--- config.mk ---
export PLATFORM = sky130hd
export DESIGN_NAME = sorted_max_priority_queue_flat
export DESIGN_NICKNAME = d
export VERILOG_FILES = /design/src/design/smpq_pkg.sv /design/src/design/smpq_in_if.sv /design/src/design/smpq_out_if.sv /design/src/design/smpq_cell.sv /design/src/design/sorted_max_priority_queue.sv /design/src/flat_wrapper.sv
export SDC_FILE = /design/constraint.sdc
export NUM_CORES = 2
export LEC_CHECK = 0
export ABC_AREA = 1
export BUFFER_PORTS_ARGS = -buffer_cell sky130_fd_sc_hd__buf_4
export CORE_ASPECT_RATIO = 0.5
export CORE_MARGIN = 4
export CORE_UTILIZATION = 62
export CTS_BUF_LIST = sky130_fd_sc_hd__clkbuf_8
export CTS_CLUSTER_SIZE = 24
export DETAILED_ROUTE_END_ITERATION = 8
export PLACE_DENSITY_LB_ADDON = 0.12
export SLEW_MARGIN = 20
export SYNTH_ARGS = -nofsm -noshare
export SYNTH_HDL_FRONTEND = slang
export SYNTH_SLANG_ARGS = --single-unit
export TNS_END_PERCENT = 5
--- constraint.sdc ---
create_clock -name clk -period 12.9 [get_ports clk]
set_input_delay 0 -clock clk [delete_from_list [all_inputs] [get_ports clk]]
set_output_delay 0 -clock clk [all_outputs]
set_load 0.03 [all_outputs]
--- src/design/smpq_pkg.sv ---
// shared constants and types for the sorted max-priority queue
`timescale 1ns / 1ps
package smpq_pkg;

  localparam int CAPACITY   = 16;
  localparam int VALUE_BITS = 32;
  localparam int COUNT_BITS = $clog2(CAPACITY + 1);

  typedef logic signed [VALUE_BITS-1:0] value_t;
  typedef logic [COUNT_BITS-1:0]        count_t;

  typedef enum logic {
    OP_PUSH = 1'b0,
    OP_POP  = 1'b1
  } op_t;

  typedef enum logic [1:0] {
    STATUS_OK         = 2'd0,
    STATUS_POP_EMPTY  = 2'd1,
    STATUS_PUSH_FULL  = 2'd2
  } status_t;

  // command broadcast to every cell
  typedef struct packed {
    logic   push;
    logic   pop;
    value_t value;
  } smpq_cmd_t;

  // handed from a cell to the one behind it
  typedef struct packed {
    logic   keep;
    value_t entry;
  } smpq_link_t;

endpackage

--- src/design/smpq_in_if.sv ---
// request channel: operation and value
`timescale 1ns / 1ps
interface smpq_in_if import smpq_pkg::*; ();
  logic   valid;
  logic   ready;
  logic   operation;
  value_t value;

  modport source (output valid, output operation, output value, input ready);
  modport sink   (input valid, input operation, input value, output ready);
endinterface

--- src/design/smpq_out_if.sv ---
// response channel: top value, flags, count and status
`timescale 1ns / 1ps
interface smpq_out_if import smpq_pkg::*; ();
  logic                  valid;
  logic                  ready;
  value_t                top_value;
  logic                  not_empty;
  logic [COUNT_BITS-1:0] entry_count;
  logic [1:0]            status;

  modport source (output valid, output top_value, output not_empty, output entry_count,
                  output status, input ready);
  modport sink   (input valid, input top_value, input not_empty, input entry_count,
                  input status, output ready);
endinterface

--- src/design/smpq_cell.sv ---
// one slot of the sorted queue: holds, loads, or shifts its entry
`timescale 1ns / 1ps
module smpq_cell import smpq_pkg::*; (
  input  logic       clk,
  input  smpq_cmd_t  cmd,
  input  logic       occupied,
  input  smpq_link_t prev_link,
  input  value_t     next_entry,
  output smpq_link_t link
);

  value_t entry;

  always_comb begin
    link.entry = entry;
    link.keep  = occupied && (entry >= cmd.value);
  end

  always_ff @(posedge clk) begin
    if (cmd.push) begin
      if (link.keep) begin
        entry <= entry;
      end else if (prev_link.keep) begin
        entry <= cmd.value;
      end else begin
        entry <= prev_link.entry;
      end
    end else if (cmd.pop) begin
      entry <= next_entry;
    end
  end

endmodule

--- src/design/sorted_max_priority_queue.sv ---
// top level of the sorted max-priority queue
//
// req channel carries one transaction per operation: operation selects push
// (insert value) or pop (remove the largest entry). rsp channel returns one
// transaction per request with the largest stored value (zero when empty),
// a not-empty flag, the entry count and a status code.
// entries sit in a row of cells in descending order; a push lets every cell
// compare against the value at once and shift behind the insertion point,
// a pop shifts every cell forward by one. equal values leave in arrival order.
// latency: the response is valid in the cycle after the request transaction.
// throughput: one transaction per cycle while the receiver does not stall rsp;
// the cells themselves hold the response payload.
// pop on empty and push on full change nothing and report an error status.
// reset empties the queue and clears the response valid; entry contents are
// not cleared. while the receiver stalls rsp, req.ready stays low and the
// response holds.
`timescale 1ns / 1ps
module sorted_max_priority_queue import smpq_pkg::*; (
  input  logic        clk,
  input  logic        rst,
  smpq_in_if.sink     req,
  smpq_out_if.source  rsp
);

  logic       out_valid;
  count_t     count;
  count_t     count_next;
  status_t    status;
  status_t    status_next;
  logic       accept;
  logic       is_pop;
  logic       is_full;
  logic       is_empty;
  smpq_cmd_t  cmd;

  smpq_link_t links [CAPACITY];
  smpq_link_t head_link;

  assign req.ready = !out_valid || rsp.ready;
  assign accept    = req.valid && req.ready;
  assign is_pop    = (req.operation == OP_POP);
  assign is_full   = (count == count_t'(CAPACITY));
  assign is_empty  = (count == '0);

  always_comb begin
    cmd.value   = req.value;
    cmd.push    = accept && !is_pop && !is_full;
    cmd.pop     = accept && is_pop && !is_empty;
    count_next  = count;
    status_next = STATUS_OK;
    if (is_pop) begin
      if (is_empty) begin
        status_next = STATUS_POP_EMPTY;
      end else begin
        count_next = count - count_t'(1);
      end
    end else begin
      if (is_full) begin
        status_next = STATUS_PUSH_FULL;
      end else begin
        count_next = count + count_t'(1);
      end
    end
  end

  assign head_link.keep  = 1'b1;
  assign head_link.entry = req.value;

  for (genvar i = 0; i < CAPACITY; i++) begin : g_cell
    smpq_link_t prev_link;
    value_t     next_entry;
    if (i == 0) begin : g_first
      assign prev_link = head_link;
    end else begin : g_mid
      assign prev_link = links[i-1];
    end
    if (i == CAPACITY - 1) begin : g_last
      assign next_entry = links[i].entry;
    end else begin : g_inner
      assign next_entry = links[i+1].entry;
    end
    smpq_cell u_cell (
      .clk        (clk),
      .cmd        (cmd),
      .occupied   (count > count_t'(i)),
      .prev_link  (prev_link),
      .next_entry (next_entry),
      .link       (links[i])
    );
  end

  always_ff @(posedge clk) begin
    if (rst) begin
      out_valid <= 1'b0;
      count     <= '0;
      status    <= STATUS_OK;
    end else if (accept) begin
      out_valid <= 1'b1;
      count     <= count_next;
      status    <= status_next;
    end else if (rsp.ready) begin
      out_valid <= 1'b0;
    end
  end

  assign rsp.valid       = out_valid;
  assign rsp.top_value   = is_empty ? '0 : links[0].entry;
  assign rsp.not_empty   = !is_empty;
  assign rsp.entry_count = count;
  assign rsp.status      = status;

endmodule

--- src/flat_wrapper.sv ---
// flat-port wrapper written by rule: the top's interface ports become plain ports
module sorted_max_priority_queue_flat import smpq_pkg::*;
  (clk, rst, req_valid, req_operation, req_value, req_ready, rsp_valid, rsp_top_value, rsp_not_empty, rsp_entry_count, rsp_status, rsp_ready);
  smpq_in_if req_i ();
  smpq_out_if rsp_i ();
  input  logic clk;
  input  logic rst;
  input wire logic [$bits(req_i.valid)-1:0] req_valid;
  input wire logic [$bits(req_i.operation)-1:0] req_operation;
  input wire logic [$bits(req_i.value)-1:0] req_value;
  output wire logic [$bits(req_i.ready)-1:0] req_ready;
  output wire logic [$bits(rsp_i.valid)-1:0] rsp_valid;
  output wire logic [$bits(rsp_i.top_value)-1:0] rsp_top_value;
  output wire logic [$bits(rsp_i.not_empty)-1:0] rsp_not_empty;
  output wire logic [$bits(rsp_i.entry_count)-1:0] rsp_entry_count;
  output wire logic [$bits(rsp_i.status)-1:0] rsp_status;
  input wire logic [$bits(rsp_i.ready)-1:0] rsp_ready;
  assign req_i.valid = req_valid;
  assign req_i.operation = req_operation;
  assign req_i.value = req_value;
  assign req_ready = req_i.ready;
  assign rsp_valid = rsp_i.valid;
  assign rsp_top_value = rsp_i.top_value;
  assign rsp_not_empty = rsp_i.not_empty;
  assign rsp_entry_count = rsp_i.entry_count;
  assign rsp_status = rsp_i.status;
  assign rsp_i.ready = rsp_ready;
  sorted_max_priority_queue u_core (.clk(clk), .rst(rst), .req(req_i), .rsp(rsp_i));
endmodule
# After elaboration in Yosys (flattened, before gate mapping)
# Cells that the tools add are included.
[totals] ff_bits=520 inputBits=37
[classes] n_addsub=2 order_cmp=32 n_eq_ne=18 n_mux=69 bitwise=1 reduce_logical=46
[ops] op="$mux W32" count=61
[ops] op="$ge A32 B32 Y1" count=16
[ops] op="$gt A5 B4 Y1 const B" count=8
[ops] op="$ne A2 B2 Y1 const B" count=17
[ops] op="$reduce_and A2 Y1" count=16
[ops] op="$logic_and A1 B1 Y1" count=21
[ops] op="$gt A5 B3 Y1 const B" count=4
[ops] op="$mux W5" count=3
[ops] op="$gt A5 B1 Y1 const B" count=2
[ops] op="$gt A5 B2 Y1 const B" count=2
[ops] op="$add A5 B1 Y5 const B" count=1
[ops] op="$eq A5 B5 Y1 const B" count=1
[ops] op="$logic_not A5 Y1" count=1
[ops] op="$sub A5 B1 Y5 const B" count=1
[ops] op="$logic_not A1 Y1" count=4
[ops] op="$mux W2" count=2
[ops] op="$reduce_bool A2 Y1" count=2
[ops] op="$mux W1" count=3
[ops] op="$reduce_and A3 Y1" count=1
[ops] op="$logic_or A1 B1 Y1" count=1
[ops] op="$not A1 Y1" count=1

# Depth between registers and ports, before layout
[depth] depth_word=7 mapped_depth=20

# Cells and area by module
# A second synthesis with hierarchy kept.
[hier_totals] hier_cells=5284 hier_area_um2=40710.3
[modules_own_cells] module="smpq_cell at u_core.g_cell[0].u_cell ..." instances=15 cells_per_inst=319 area_each_um2=2484.9 seq_area_each_um2=960.9
[modules_own_cells] module="smpq_cell at u_core.g_cell[15].u_cell" instances=1 cells_per_inst=322 area_each_um2=2497.4 seq_area_each_um2=960.9
[modules_own_cells] module="sorted_max_priority_queue" instances=1 cells_per_inst=177 area_each_um2=939.7 seq_area_each_um2=160.2

# Least setup slack after synthesis
# No wires, ideal clock.
[synth_timing] path_kind="input to register" start="in req_value[31]" end="reg u_core.g_cell[5].u_cell.entry[0] (enable)" t_arrival_ns=3.744 t_required_ns=12.459 setup_slack_ns=8.716 cell_stages=14 path_buffers=2 path_cell_list="inv_1 > clkbuf_1 > ha_1 > nand2_1 > inv_1 > nor2_1 > o21a_1 > nand2_1 > a21oi_1 > nand2_1 > nand2_1 > nand3_1 > clkbuf_1 > a31oi_1"
[synth_via] elab_chain_cells=4
[synth_lines] element="start: declaration" line="flat_wrapper.sv:10" source="input wire logic [$bits(req_i.value)-1:0] req_value;"
[synth_lines] element="$ge A32 B32 Y1" line="smpq_cell.sv:16" source="link.keep = occupied && (entry >= cmd.value);"
[synth_lines] element="$logic_and A1 B1 Y1" line="smpq_cell.sv:16"
[synth_lines] element="$ne A2 B2 Y1 (no line)"
[synth_lines] element="$reduce_and A2 Y1 (no line)"
[synth_lines] element="end signal: assignment" line="smpq_cell.sv:22" source="entry <= entry;"
[synth_lines] element="end signal: assignment" line="smpq_cell.sv:24" source="entry <= cmd.value;"
[synth_lines] element="end signal: assignment" line="smpq_cell.sv:26" source="entry <= prev_link.entry;"
[synth_lines] element="end: declaration" line="smpq_cell.sv:12" source="value_t entry;"
# No other way between the ends.
# A chain may end at the register's enable or synchronous reset.

# Final worst setup path
[layout_timing] start="reg u_core.out_valid, in the netlist u_core.rsp.valid" end="reg u_core.g_cell[14].u_cell.entry[28] (enable)"
[layout_via] elab_chain_cells=7 elab_cells_between_ends=10 classes_between="1 x eq/ne; 9 x reduce/logical"
[layout_lines] element="start: declaration" line="sorted_max_priority_queue.sv:25" source="logic out_valid;"
[layout_lines] element="start signal: assignment" line="sorted_max_priority_queue.sv:94" source="out_valid <= 1'b0;"
[layout_lines] element="start signal: assignment" line="sorted_max_priority_queue.sv:98" source="out_valid <= 1'b1;"
[layout_lines] element="start signal: assignment" line="sorted_max_priority_queue.sv:102" source="out_valid <= 1'b0;"
[layout_lines] element="$logic_not A1 Y1 (*)" line="sorted_max_priority_queue.sv:39" source="assign req.ready = !out_valid || rsp.ready;"
[layout_lines] element="$logic_or A1 B1 Y1 (*)" line="sorted_max_priority_queue.sv:39"
[layout_lines] element="$logic_and A1 B1 Y1 (*)" line="sorted_max_priority_queue.sv:40" source="assign accept = req.valid && req.ready;"
[layout_lines] element="$logic_and A1 B1 Y1 (on tied branches) (2 in a row)" line="sorted_max_priority_queue.sv:47, sorted_max_priority_queue.sv:48"
[layout_lines] element="$ne A2 B2 Y1 (no line) or $reduce_bool A2 Y1 (tied branches)"
[layout_lines] element="$reduce_and A2 Y1 (no line) (*)"
[layout_lines] element="end signal: assignment" line="smpq_cell.sv:24"
[layout_lines] element="end signal: assignment" line="smpq_cell.sv:26"
[layout_lines] element="end signal: assignment" line="smpq_cell.sv:29" source="entry <= next_entry;"
[layout_lines] element="end: declaration" line="smpq_cell.sv:12"
# Mark *: on every way between the ends. The rest lies on a longest branch, timed or not.

==> out/summary.txt <==
outcome -> completed
Worst slew margin -> 15.7%
Die Height -> 191 um
TritonRoute pass-1 iters -> 5
initial antenna violation count -> 10
RR Endpoint -> u_core.g_cell[14].u_cell.entry[28]
clock latency on the worst-skew pair -> 0.76 ns
dpl cell area -> 43000 um2
pwr/cell area -> 133 nW/um2
Root Driver -> clkbuf_8
reg-to-reg slack, setup -> 8.30 ns
hold wc startpoint -> rst
crit path DAT -> 4.97 ns
slowest stage delay, CP -> 0.86 ns
die width -> 374 um
share of layout cells above drive strength 1 -> 5.56%
fin crit share -> 35.6%
total wire length -> 147 mm
CP Class -> flop to flop
Slew Limit Fails -> 0
Fin. Hold Viols -> 0
die area -> 71300 um2
CTS tree -> done
leakage power -> 23.2 nW
Top FF cell, synth -> edfxtp_1
# Post-CTS Setup Buffers -> 0
Design Area, Final -> 45000 um2
I/O Buffers -> 78
unrepaired setup endpoints after global routing -> no
Worst Hold Class -> input port to flop
Fillers -> 5666
H-tree depth -> 3
vias in the first global route -> 38300
Vias -> 40700
# rows -> 66
final critical-path required period -> 4.60 ns
HPWL Detailed -> 103 mm
CP endpoint kind -> flop
GPL Wtd Cong -> 0.984
gr usage total -> 40.7%
Peak VDD IR -> 0.0851 mV
CP Max Fanout -> 87
nets -> 6212
sequential area share after synthesis -> 37.5%
#FFs+latches synth -> 520
skew final -> 0.0344 ns
Unique masters post-synth -> 35
Post-synth ARST share -> 0%
Ys Warns -> 0
1st-iter DRT viols -> 5930
Critical Path RT -> 13.28 ns
WL per Instance -> 22.3 um
Ports -> 79
startpoint types -> flop
starting density of the core -> 63.2%
RR Startpoint -> u_core.rsp.valid
largest net degree at the start of global routing -> 235
WHS -> 0.119 ns
setup TNS -> 0 ns
DRC Markers -> 0
clk slew on worst S/H paths -> 0.08 ns
core outline area -> 65600 um2
WHS Path Cells -> 5
CP max-delay cell -> buf_4
Fmax achieved -> 218 MHz
Worst Hold Path EP -> u_core.rsp.entry_count[1]
Synth Area per Inst -> 7.35 um2
global-route wire length before repair -> 225 mm
CTS Buf Count -> 82
most frequent cells in the layout -> nand2_1 (2062), nand3_1 (979), inv_1 (691)
clk buf depth -> 3
Post-synth EDFFs -> 512
synthesized netlist cell count -> 5641
Routed Antenna Nets -> 0
Setup-failing EPs final -> 0
most frequent CP cell -> nand2_1
total congestion overflow -> 0
Area Growth Syn to Fin -> 8.61%
Vias/cell -> 6.16
commonest non-fill, non-tap cell in the layout -> nand2_1
synthesized area -> 41500 um2
clock sink count -> 520
max cap viols -> 0
worst-margin pin slew -> 1.26 ns
FF-to-FF path depth -> 11
worst-path cell chain -> nand2_1 -> nand2_1 -> dlygate4sd3_1 -> nor2_1 -> inv_1 -> nor2_4 -> buf_4 -> buf_4 -> nand2_1 -> nand2_1 -> buf_4
Syn Nets -> 6195
-- registers in the layout, summed over array words and instances, names as in the netlist --
signal,flops
u_core.rsp.status,2
u_core.rsp.valid,1
u_core.g_cell.u_cell.entry,512
u_core.rsp.entry_count,5
-- per-stage QoR --
stage	power, mW	utilization [%]	setup WS, ns	std cells
floorplan	3.78	-	8.72	5641
global placement	4.44	65.5	8.66	6413
detailed placement	4.52	65.6	8.50	6415
CTS	5.89	68.5	8.38	6599
global route	6.30	68.7	8.05	6603
finish	5.99	68.7	8.30	6605
-- repair_timing --
| item | in CTS | in global routing |
|---|---|---|
| hold buffers | 39 | 0 |
| gates resized for setup | 0 | 0 |
| endpoints found under the hold margin | 97 | 0 |
| setup endpoints to repair | 0 | 0 |
-- worst max-delay path: cells and delay by family, from the launching register on --
kind / cells / cell delay [ns]
DFF: 1 / 0.32
and+or+nand+nor: 6 / 0.90
buffers and inverters: 5 / 2.86
-- cells by family after synthesis --
kind of cell    share of synthesized area, %
fa+ha+maj                               15.6
compound gates                          5.16
simple gates                            32.8
buf+inv                                 8.92
flops                                   37.5
xor+xnor                              0.0211
-- synthesized netlist by cell type (2+ instances only) --
| library cell | count | area share (%) |
|---|---|---|
| o21ai_0 | 75 | 0.91 |
| nand4_1 | 39 | 0.59 |
| clkbuf_1 | 179 | 1.6 |
| buf_2 | 98 | 1.2 |
| a31oi_1 | 16 | 0.24 |
| a21o_1 | 17 | 0.31 |
| o21a_1 | 29 | 0.53 |
| dfxtp_1 | 8 | 0.39 |
| buf_1 | 4 | 0.036 |
| nor2_1 | 156 | 1.4 |
| nor3b_1 | 2 | 0.036 |
| nand2_1 | 2066 | 19 |
| ha_1 | 517 | 16 |
| nor3_1 | 8 | 0.097 |
| inv_1 | 665 | 6.0 |
| inv_2 | 6 | 0.054 |
| edfxtp_1 | 512 | 37 |
| a21oi_1 | 232 | 2.8 |
| o21ai_1 | 10 | 0.12 |
| nand3b_1 | 2 | 0.036 |
| nand3_1 | 983 | 12 |
| a211oi_1 | 4 | 0.072 |
-- worst max-delay path by stage --
stage / slack, ns / cells after the start / startpoint / end
after floorplan: 8.72 / 14 / req_value[31] / u_core.g_cell[5].u_cell.entry[0]
after global placement: 8.66 / 17 / req_value[19] / u_core.g_cell[12].u_cell.entry[0]
after detailed placement: 8.50 / 17 / req_value[19] / u_core.g_cell[12].u_cell.entry[17]
after CTS: 8.38 / 10 / u_core.rsp.valid / u_core.g_cell[10].u_cell.entry[21]
after global routing: 8.05 / 11 / u_core.rsp.valid / u_core.g_cell[14].u_cell.entry[25]
final: 8.30 / 11 / u_core.rsp.valid / u_core.g_cell[14].u_cell.entry[28]
-- per-layer routing --
layer	vias up	global-route usage (%)	share of wire [%]
li1	18700	-	-
met1	18900	58.2	41
met4	18	16.2	3.9
met5	-	0	0.13
met3	416	14.2	16
met2	2670	56.3	40
-- report_power, final --
group	internal [mW]	switching, mW	leakage [nW]
Clock	0.650	0.743	0.853
Sequential	2.20	0.248	4.91
Combinational	0.661	1.48	17.4
-- final cells by class --
type                       count  area [um2]  share of cell area (%)
inverter                     671        2530                    5.61
antenna                        2        5.00                  0.0111
tap                          884        1110                    2.46
timing repair buffer         214        1850                    4.12
sequential                   520       15500                    34.5
clock buffer                  85        1170                    2.60
clock inverter                60         300                   0.667
multi-input combinational   4169       22500                    50.0
(Power assumes the default switching activity.)
